File: src/ac3ed_pkg.sv
`default_nettype none

package ac3ed_pkg;

	localparam int BIN_CAPACITY_DEF = 256;
	localparam int MAX_EXPONENT_DEF = 24;

	// wide enough for 1 + 127 * 12 bins
	localparam int NEED_W = 12;

	localparam logic MODE_START = 1'b0;
	localparam logic MODE_GROUP = 1'b1;

	localparam logic [1:0] STRAT_D15   = 2'd0;
	localparam logic [1:0] STRAT_D25   = 2'd1;
	localparam logic [1:0] STRAT_D45   = 2'd2;
	localparam logic [1:0] STRAT_REUSE = 2'd3;

	typedef struct packed {
		logic       mode;
		logic [1:0] strategy;
		logic       seed_is_bin;
		logic [4:0] seed_exp;
		logic [6:0] num_groups;
		logic [6:0] packed_group;
	} ac3ed_in_t;

	typedef struct packed {
		logic [4:0] exponent;
		logic [7:0] bin_index;
		logic       last;
		logic       capacity_error;
	} ac3ed_out_t;

endpackage

`default_nettype wire

File: src/ac3_exponent_decoder_unit.sv
// The results of an accepted item pass through the burst register, then the result register.
// Throughput: one result per cycle while rsp_stall is low; a group item yields 3, 6 or 12
// results (group size 1, 2 or 4), drained from the per-item burst register by the single
// result register; req_stall holds the next item until the last result leaves the burst.
// Reset: no set open, running exponent 0, bin counter 0, group size 1, no result pending.
`default_nettype none

module ac3_exponent_decoder_unit #(
	parameter int BIN_CAPACITY = ac3ed_pkg::BIN_CAPACITY_DEF,
	parameter int MAX_EXPONENT = ac3ed_pkg::MAX_EXPONENT_DEF
) (
	input  wire                    clk,
	input  wire                    arst_n,
	input  wire                    req_valid,
	output logic                   req_stall,
	input  ac3ed_pkg::ac3ed_in_t   req,
	output logic                   rsp_valid,
	input  wire                    rsp_stall,
	output ac3ed_pkg::ac3ed_out_t  rsp
);
	import ac3ed_pkg::*;

	function automatic logic [4:0] clamp_add(input logic [4:0] e, input logic [2:0] m);
		logic signed [6:0] v;
		v = $signed({2'b00, e}) + $signed({4'b0000, m}) - 7'sd2;
		if (v < 7'sd0) begin
			return 5'd0;
		end else if (v > $signed(7'(MAX_EXPONENT))) begin
			return 5'(MAX_EXPONENT);
		end else begin
			return v[4:0];
		end
	endfunction

	// state
	logic [4:0] run_exp_q;
	logic [7:0] bin_cnt_q;
	logic [6:0] grp_left_q;
	logic [1:0] gsh_q;
	logic       active_q;

	// burst register: one item's results
	logic       bst_busy_q;
	logic       bst_err_q;
	logic       bst_fin_q;
	logic [1:0] bst_sh_q;
	logic [3:0] bst_idx_q;
	logic [3:0] bst_lastidx_q;
	logic [7:0] bst_base_q;
	logic [4:0] bst_exp_q [3];

	logic       rsp_valid_q;
	ac3ed_out_t rsp_q;

	logic out_load, emit, bst_end, req_acc;
	logic [1:0] dsel;

	assign out_load  = !rsp_valid_q || !rsp_stall;
	assign emit      = bst_busy_q && out_load;
	assign bst_end   = emit && (bst_idx_q == bst_lastidx_q);
	assign req_stall = bst_busy_q && !bst_end;
	assign req_acc   = req_valid && !req_stall;
	assign dsel      = 2'(bst_idx_q >> bst_sh_q);
	assign rsp_valid = rsp_valid_q;
	assign rsp       = rsp_q;

	// item decode
	logic             gen;
	logic             nx_err, nx_fin;
	logic [1:0]       nx_sh;
	logic [3:0]       nx_lastidx;
	logic [7:0]       nx_base;
	logic [4:0]       nx_e0, nx_e1, nx_e2;
	logic [4:0]       nx_run;
	logic [7:0]       nx_bin;
	logic [6:0]       nx_left;
	logic [1:0]       nx_gsh;
	logic             nx_active;
	logic [1:0]       st_sh;
	logic             st_bad;
	logic [NEED_W-1:0] needed;
	logic [2:0]       m1, m2, m3;
	logic [6:0]       rem1;
	logic [4:0]       rem2;

	always_comb begin
		gen        = 1'b0;
		nx_err     = 1'b0;
		nx_fin     = 1'b0;
		nx_sh      = 2'd0;
		nx_lastidx = 4'd0;
		nx_base    = 8'd0;
		nx_e0      = 5'd0;
		nx_e1      = 5'd0;
		nx_e2      = 5'd0;
		nx_run     = run_exp_q;
		nx_bin     = bin_cnt_q;
		nx_left    = grp_left_q;
		nx_gsh     = gsh_q;
		nx_active  = active_q;
		st_sh      = 2'd0;
		st_bad     = 1'b0;

		unique case (req.strategy)
			STRAT_D15:   st_sh = 2'd0;
			STRAT_D25:   st_sh = 2'd1;
			STRAT_D45:   st_sh = 2'd2;
			STRAT_REUSE: st_bad = 1'b1;
			default:     st_bad = 1'b1;
		endcase
		needed = ((NEED_W'(req.num_groups) * NEED_W'(3)) << st_sh)
			+ NEED_W'(req.seed_is_bin);

		priority if (req.packed_group >= 7'd125) m1 = 3'd5;
		else if (req.packed_group >= 7'd100) m1 = 3'd4;
		else if (req.packed_group >= 7'd75)  m1 = 3'd3;
		else if (req.packed_group >= 7'd50)  m1 = 3'd2;
		else if (req.packed_group >= 7'd25)  m1 = 3'd1;
		else m1 = 3'd0;
		rem1 = req.packed_group - 7'(m1 * 7'd25);
		rem2 = rem1[4:0];
		priority if (rem2 >= 5'd20) m2 = 3'd4;
		else if (rem2 >= 5'd15) m2 = 3'd3;
		else if (rem2 >= 5'd10) m2 = 3'd2;
		else if (rem2 >= 5'd5)  m2 = 3'd1;
		else m2 = 3'd0;
		m3 = 3'(rem2 - 5'(m2 * 5'd5));

		if (req.mode == MODE_START) begin
			nx_active = 1'b0;
			if (st_bad || needed > NEED_W'(BIN_CAPACITY)) begin
				nx_left = 7'd0;
				gen     = 1'b1;
				nx_err  = 1'b1;
			end else begin
				nx_gsh    = st_sh;
				nx_run    = req.seed_exp;
				nx_left   = req.num_groups;
				nx_active = (req.num_groups != 7'd0);
				nx_bin    = {7'd0, req.seed_is_bin};
				if (req.seed_is_bin) begin
					gen    = 1'b1;
					nx_e0  = req.seed_exp;
					nx_fin = (req.num_groups == 7'd0);
				end
			end
		end else if (active_q && grp_left_q != 7'd0) begin
			gen        = 1'b1;
			nx_e0      = clamp_add(run_exp_q, m1);
			nx_e1      = clamp_add(nx_e0, m2);
			nx_e2      = clamp_add(nx_e1, m3);
			nx_run     = nx_e2;
			nx_sh      = gsh_q;
			nx_lastidx = (4'd3 << gsh_q) - 4'd1;
			nx_base    = bin_cnt_q;
			nx_bin     = bin_cnt_q + (8'd3 << gsh_q);
			nx_fin     = (grp_left_q == 7'd1);
			nx_left    = grp_left_q - 7'd1;
			nx_active  = (grp_left_q != 7'd1);
		end
	end

	always_ff @(posedge clk or negedge arst_n) begin
		if (!arst_n) begin
			run_exp_q   <= 5'd0;
			bin_cnt_q   <= 8'd0;
			grp_left_q  <= 7'd0;
			gsh_q       <= 2'd0;
			active_q    <= 1'b0;
			bst_busy_q  <= 1'b0;
			bst_idx_q   <= 4'd0;
			rsp_valid_q <= 1'b0;
		end else begin
			if (req_acc) begin
				run_exp_q  <= nx_run;
				bin_cnt_q  <= nx_bin;
				grp_left_q <= nx_left;
				gsh_q      <= nx_gsh;
				active_q   <= nx_active;
			end
			if (req_acc && gen) begin
				bst_busy_q <= 1'b1;
				bst_idx_q  <= 4'd0;
			end else if (bst_end) begin
				bst_busy_q <= 1'b0;
			end else if (emit) begin
				bst_idx_q <= bst_idx_q + 4'd1;
			end
			if (out_load) begin
				rsp_valid_q <= emit;
			end
		end
	end

	always_ff @(posedge clk) begin
		if (req_acc && gen) begin
			bst_err_q     <= nx_err;
			bst_fin_q     <= nx_fin;
			bst_sh_q      <= nx_sh;
			bst_lastidx_q <= nx_lastidx;
			bst_base_q    <= nx_base;
			bst_exp_q[0]  <= nx_e0;
			bst_exp_q[1]  <= nx_e1;
			bst_exp_q[2]  <= nx_e2;
		end
		if (emit) begin
			rsp_q.exponent       <= bst_exp_q[dsel];
			rsp_q.bin_index      <= bst_base_q + {4'd0, bst_idx_q};
			rsp_q.last           <= bst_fin_q && (bst_idx_q == bst_lastidx_q);
			rsp_q.capacity_error <= bst_err_q;
		end
	end

endmodule

`default_nettype wire
File: config.mk
export PLATFORM = sky130hd
export DESIGN_NAME = ac3_exponent_decoder_unit
export DESIGN_NICKNAME = d
export VERILOG_FILES = /design/src/ac3ed_pkg.sv /design/src/ac3_exponent_decoder_unit.sv
export SDC_FILE = /design/constraint.sdc
export NUM_CORES = 1
export LEC_CHECK = 0
export ABC_AREA = 1
export BUFFER_PORTS_ARGS = -buffer_cell sky130_fd_sc_hd__buf_2
export CAP_MARGIN = 15
export CORE_ASPECT_RATIO = 2
export CORE_MARGIN = 1
export CORE_UTILIZATION = 55
export CTS_CLUSTER_SIZE = 14
export DETAILED_ROUTE_END_ITERATION = 10
export PLACE_DENSITY_LB_ADDON = 0.08
export SLEW_MARGIN = 20
export SYNTH_ARGS = -nofsm -noshare
export SYNTH_HDL_FRONTEND = slang
export SYNTH_SLANG_ARGS = --single-unit
File: constraint.sdc
create_clock -name clk -period 14.4 [get_ports clk]
set_clock_uncertainty 0.15 [all_clocks]
set_input_delay 0 -clock clk [delete_from_list [all_inputs] [get_ports clk]]
set_output_delay 0 -clock clk [all_outputs]
set_load 0.03 [all_outputs]
Word level (Yosys, flattened, before mapping):

Memory sizes are Yosys's and may differ from the RTL's. A register that Yosys moved wholly into a read port is not among the register bits.
Index checks and enable logic that the tools add are counted.

* RAM bits: 15
* memories: 1
* output and inout bits: 17
* register bits after elaboration: 55
* input bits: 27
* logic and storage cells: 145

Memories
* bst_exp_q: words 3, width 5, read ports 1, clocked after Yosys merged registers in 1, write ports 3, line ac3_exponent_decoder_unit.sv:50 `logic [4:0] bst_exp_q [3];`

* muxes and demuxes: 57
* add/sub/neg operators: 14
* $lt $le $gt $ge: 16
* reduce and logical (&&, ||, !) cells: 23
* multiply operators: 3
* equality and inequality tests: 9
* bitwise gates (word level): 2
* shifts and indexed selects: 4

Operators by type and width (number)
* 5-bit 2-to-1 mux: 21
* 8-bit 2-to-1 mux: 3
* 7-bit greater-or-equal comparator, second input constant: 3
* 7-bit by 6-bit greater-than comparator with 1-bit output, second input constant: 3
* 7-bit by 1-bit < comparator with 1-bit output, second input constant: 3
* 7-bit 2-to-1 mux: 3
* 6-bit by 2-bit subtractor with 7-bit output, second input constant: 3
* 1-bit 2-to-1 mux: 19
* 5-bit by 3-bit adder with 6-bit output: 3
* 7-bit nonzero test: 2
* 12-bit by 1-bit adder with 12-bit output: 1
* 12-bit by 9-bit greater-than comparator with 1-bit output, second input constant: 1
* 4-bit 2-to-1 mux: 3
* 9-bit by 2-bit left shift with 12-bit output: 1
* 5-bit by 4-bit greater-or-equal comparator with 1-bit output, second input constant: 2
* 7-bit by 2-bit multiplier with 9-bit output, second input constant: 1
* 3-bit 2-to-1 mux: 3
* 8-bit by 4-bit adder with 8-bit output: 1
* 8-bit adder: 1
* 2-bit 2-to-1 mux: 4
* 2-bit by 2-bit left shift with 8-bit output, first input constant: 1
* 7-bit by 1-bit == test with 1-bit output, second input constant: 1
* 7-bit by 5-bit greater-or-equal comparator with 1-bit output, second input constant: 1
* 7-bit by 6-bit greater-or-equal comparator with 1-bit output, second input constant: 1
* 26 further kinds: 43

Longest topological paths before layout:

* depth in word-level cells: 27
* gate-level depth with buffers: 47
* depth with buffers taken out: 47

Least setup slack after synthesis:

No wires, ideal clock.

* path type: input to register
* start point: input port req[3] in the netlist's numbering
* end point: register run_exp_q[0]
* data required time: 14.184 ns
* path slack: 8.353 ns
* buffers on the path: 0
* stages on the path: 39
* arrival: 5.832 ns
* setup time: 0.066 ns
* cell sequence: inv_1 -> nand2_1 -> o21ai_0 -> nand2_1 -> nand2_1 -> ha_1 -> inv_1 -> fa_1 -> or2_2 -> a21oi_1 -> xor2_1 -> xor2_1 -> xnor2_1 -> inv_1 -> nand2_1 -> nand2_1 -> ha_1 -> inv_1 -> [3 not listed] -> xor2_1 -> a21oi_1 -> nand3_1 -> nand3_1 -> nand2_1 -> nand3b_1 -> ha_1 -> inv_1 -> ha_1 -> a31oi_1 -> o21ai_0 -> o211a_1 -> o31ai_1 -> nand3_1 -> or2_2 -> nand2_1 -> nand3_1 -> nand2_1

* longest elaborated chain between the ends: 27
* elaborated cells on any way between the ends: 46
* classes of those cells: 8 x add/sub; 2 x mul; 15 x order compare; 21 x mux

RTL lines
* start: declaration: line ac3_exponent_decoder_unit.sv:16 `input ac3ed_pkg::ac3ed_in_t req,`
* 7-bit by 5-bit greater-or-equal comparator with 1-bit output: line ac3_exponent_decoder_unit.sv:118 `else if (req.packed_group >= 7'd25) m1 = 3'd1;`
* 1-bit 2-to-1 mux: line ac3_exponent_decoder_unit.sv:118
* 2-bit 2-to-1 mux: line ac3_exponent_decoder_unit.sv:117 `else if (req.packed_group >= 7'd50) m1 = 3'd2;`
* 2-bit 2-to-1 mux: line ac3_exponent_decoder_unit.sv:116 `else if (req.packed_group >= 7'd75) m1 = 3'd3;`
* 3-bit 2-to-1 mux: line ac3_exponent_decoder_unit.sv:115 `else if (req.packed_group >= 7'd100) m1 = 3'd4;`
* 3-bit 2-to-1 mux: line ac3_exponent_decoder_unit.sv:114 `priority if (req.packed_group >= 7'd125) m1 = 3'd5;`
* 3-bit by 5-bit multiplier with 5-bit output / 5-bit by 3-bit adder with 6-bit output (equally long branches): line ac3_exponent_decoder_unit.sv:120, ac3_exponent_decoder_unit.sv:25
* 5-bit subtractor / 6-bit by 2-bit subtractor with 7-bit output (equally long branches): line ac3_exponent_decoder_unit.sv:120, ac3_exponent_decoder_unit.sv:25
* [11 not listed]
* 5-bit 2-to-1 mux: line ac3_exponent_decoder_unit.sv:129 `if (req.mode == MODE_START) begin`
* 5-bit by 3-bit adder with 6-bit output *: line ac3_exponent_decoder_unit.sv:25 `v = $signed({2'b00, e}) + $signed({4'b0000, m}) - 7'sd2;`
* 6-bit by 2-bit subtractor with 7-bit output *: line ac3_exponent_decoder_unit.sv:25
* 7-bit by 6-bit greater-than comparator with 1-bit output: line ac3_exponent_decoder_unit.sv:28 `end else if (v > $signed(7'(MAX_EXPONENT))) begin`
* 5-bit 2-to-1 mux: line ac3_exponent_decoder_unit.sv:28
* 5-bit 2-to-1 mux *: line ac3_exponent_decoder_unit.sv:26 `if (v < 7'sd0) begin`
* 5-bit 2-to-1 mux *: line ac3_exponent_decoder_unit.sv:147 `end else if (active_q && grp_left_q != 7'd0) begin`
* 5-bit 2-to-1 mux *: line ac3_exponent_decoder_unit.sv:129
* end signal: assignment: line ac3_exponent_decoder_unit.sv:175 `run_exp_q <= nx_run;`
* end: declaration: line ac3_exponent_decoder_unit.sv:36 `logic [4:0] run_exp_q;`

Mark *: on every way between the ends. The rest lies on a longest branch, timed or not. The select of a mux whose other input is x is not followed.
A chain may end at the register's enable or synchronous reset.

Final worst setup path:

* start point: input port req[4] in the netlist's numbering
* end point: register run_exp_q[0]

The elaborated chain is that of the path after synthesis.

==> results.toml <==
[outcome]
outcome = "finished clean"

[logic_synthesis]
ys_types = 41
synth_nets = 917
synth_edf_count = 46
syn_inst = 822
synth_area_mm2 = 0.006160
synth-async-reset-ratio = 0.3867
synth_commonest_cells = "218 x nand2_1, 145 x inv_1, 80 x nand3_1"
synth_warnings = 0
synth_top_area_frac = 0.2243
synth_most_common_cell = "nand2_1"
avgSynthCellArea_um2 = 7.494
synthTopCellsByArea = "edfxtp_1 22%, nand2_1 13%, ha_1 12%"
synth_seq_cells = 75
ys_seq_area_frac = 0.3421
synth-main-ff-cell = "edfxtp_1"
synth_largest_area_cell = "edfxtp_1"

[placed_design]
dp_cells = 995
hpwlAfterDp_mm = 11.14
io_buffers = 43
routabilityCongestion = 0.9077

[grt]
grt_pass1_wl_mm = 23.96
overflow = 0
busiest_layer = "met2"
grt_max_degree = 32
antenna_found_initial = 0
grt_use_met2 = 0.5375
grt_use_met1 = 0.2477
grt_use_met3 = 0.02515
track_usage = 0.2595
grt_pass1_vias = 5524

[cts]
worstSkewPairLatency_ns = 0.33
clockRootBuffer = "clkbuf_16"
numCtsBuffers = 9
htreeDepth = 3
tritoncts = "built"
clkSlewWorstSetupHoldPaths_ns = 0.06
cts_max_path_buffers = 2
clock_sinks = 75

[finish]
n_antenna_cell = 0
instances_no_fill = 1032
nets = 982
syn_to_final_growth_pct = 13.89
layout-drive-gt1-share = 0.1020

[sta]
tightest_slew_ns = 0.8809
min_period_ns = 6.614
period_share = 0.4593
rsz0062_at_grt = "no"
final_max_slew_viol_count = 0
max-slew-margin-rel = 0.4128
setup-tns-final_ns = 0
fmax_ghz = 0.1512
setup_violations = 0
finalHoldViolCount = 0

[die]
dieArea_mm2 = 0.01165
fp.dieW_um = 76.83
start_util = 0.5663
rows = 54
io_pins = 44
die_h_um = 151.7
core_area_mm2 = 0.01088

[detailed_routing]
wirelength_mm = 14.12
vias = 5497
detail-route-antenna-nets = 0
drt_pass1_iterations = 7
first_iter_violations = 243
vias_per_cell = 5.327
avgRoutedWirePerCell_um = 13.68
drc = 0

[worst_setup_path]
cpMaxStageDelayCell = "fa_1"
crit_type = "input pin to register"
cp.arrival_ns = 6.74
cp.required_ns = 14.52
cp_max_fo = 5
reg2reg_depth = 36
slowest_delay_ns = 0.40
crit_family = "simple AND/OR/NAND/NOR gates"
cp_num_cells = 42
crit_buf_inv = 7
cpMostUsedCell = "nand2_1"
startpoint_type = "input pin"
endpoint_kind = "register"

[hold_path]
holdPathStages = 5
worstHoldPathType = "input pin to register"

[run]
maxCapViolCount = 0
-- metal layers --
metal | wire length [um] | up-vias
li1 | - | 2782
met1 | 5224 | 2564
met2 | 8100 | 116
met3 | 312 | 35
met4 | 481 | 0
met5 | 0 | -
-- repair_timing --
action	in CTS	in global routing
hold buffers	21	0
endpoints found under the hold margin	50	0
endpoints found under the setup margin	0	0
resized for setup	0	0
buffers inserted	0	0
-- cells by family (layout without fill, tap and decap cells) --
group,after synthesis,count (layout),synth area share
AND/OR/NAND/NOR,404,404,0.2895
buffers and inverters,161,231,0.1016
AO/OA/AOI/OAI,83,83,0.07495
flip-flops,75,75,0.3421
adder cells (fa/ha/maj),68,68,0.1479
XOR/XNOR,31,31,0.04408
-- flip-flops by register name (all words and copies together) (netlist names) --
signal         flops
active_q           1
bin_cnt_q          8
bst_base_q         8
bst_busy_q         1
bst_err_q          1
bst_exp_q         15
bst_fin_q          1
bst_idx_q          4
bst_lastidx_q      4
bst_sh_q           2
grp_left_q         7
gsh_q              2
rsp               15
rsp_valid          1
run_exp_q          5
-- through the flow --
| step | hold slack [ns] | area (um^2) | setup WS [ns] | util |
|---|---|---|---|---|
| 2_1_floorplan | -0.4456 | 6160 | 8.353 | - |
| 3_3_place_gp | -0.06944 | 6499 | 7.896 | 0.5974 |
| 3_5_place_dp | -0.06811 | 6499 | 7.503 | 0.5974 |
| 4_1_cts | 0.006488 | 7015 | 7.830 | 0.6449 |
| 5_1_grt | 0.04791 | 7015 | 7.308 | 0.6449 |
| 6_report | 0.02312 | 7015 | 7.786 | 0.6449 |
-- path summary, 6_finish.rpt --
check	from	to	slack [ns]
max	req[4]	run_exp_q[0]	7.79
min reg2reg	bst_err_q	rsp[0]	0.29
max in group asynchronous	arst_n	run_exp_q[0]	13.56
max reg2reg	run_exp_q[1]	run_exp_q[0]	8.18
min in group asynchronous	arst_n	rsp_valid	0.10
min	req_valid	gsh_q[1]	0.02
-- layout by cell type, fill, tap and decap left out, types with 2 or more instances in the layout --
cell | netlist | layout
nand2_4 | 2 | 2
nand2_1 | 218 | 218
clkbuf_8 | 0 | 2
buf_4 | 1 | 2
nand2_2 | 5 | 5
edfxtp_1 | 46 | 46
nor2_2 | 3 | 3
nor2_1 | 55 | 55
ha_1 | 60 | 60
a31oi_1 | 10 | 10
a21oi_1 | 36 | 36
inv_2 | 3 | 4
clkbuf_16 | 0 | 9
nand3_1 | 80 | 80
fa_1 | 8 | 8
dlygate4sd3_1 | 0 | 21
nand3_2 | 3 | 3
xor2_1 | 16 | 16
nor3_1 | 3 | 3
buf_2 | 2 | 43
nand4_1 | 17 | 17
xnor2_1 | 15 | 15
clkinvlp_4 | 0 | 2
o21ai_0 | 21 | 21
o31ai_1 | 2 | 2
inv_1 | 145 | 144
or2_2 | 11 | 11
nor4_1 | 2 | 2
dfrtp_1 | 29 | 29
o22ai_1 | 7 | 7
-- layout make-up --
type                    count  area [um^2]
clock buffers              12        256.5
clock inverters             4        50.05
fillers                   989         3862
inverters                 149        559.3
multi-input cells         586         3427
flip-flops and latches     75         2107
well taps                 140        175.2
repair buffers             66        440.4
-- tightest hold or removal path, delay by kind of cell --
family,cells,cell delay (ns)
buffers and inverters,2,0.22
AND/OR/NAND/NOR,3,0.26
Power is not shown: default switching activity piles up to over one toggle a cycle in this logic, so the estimate is an artifact.
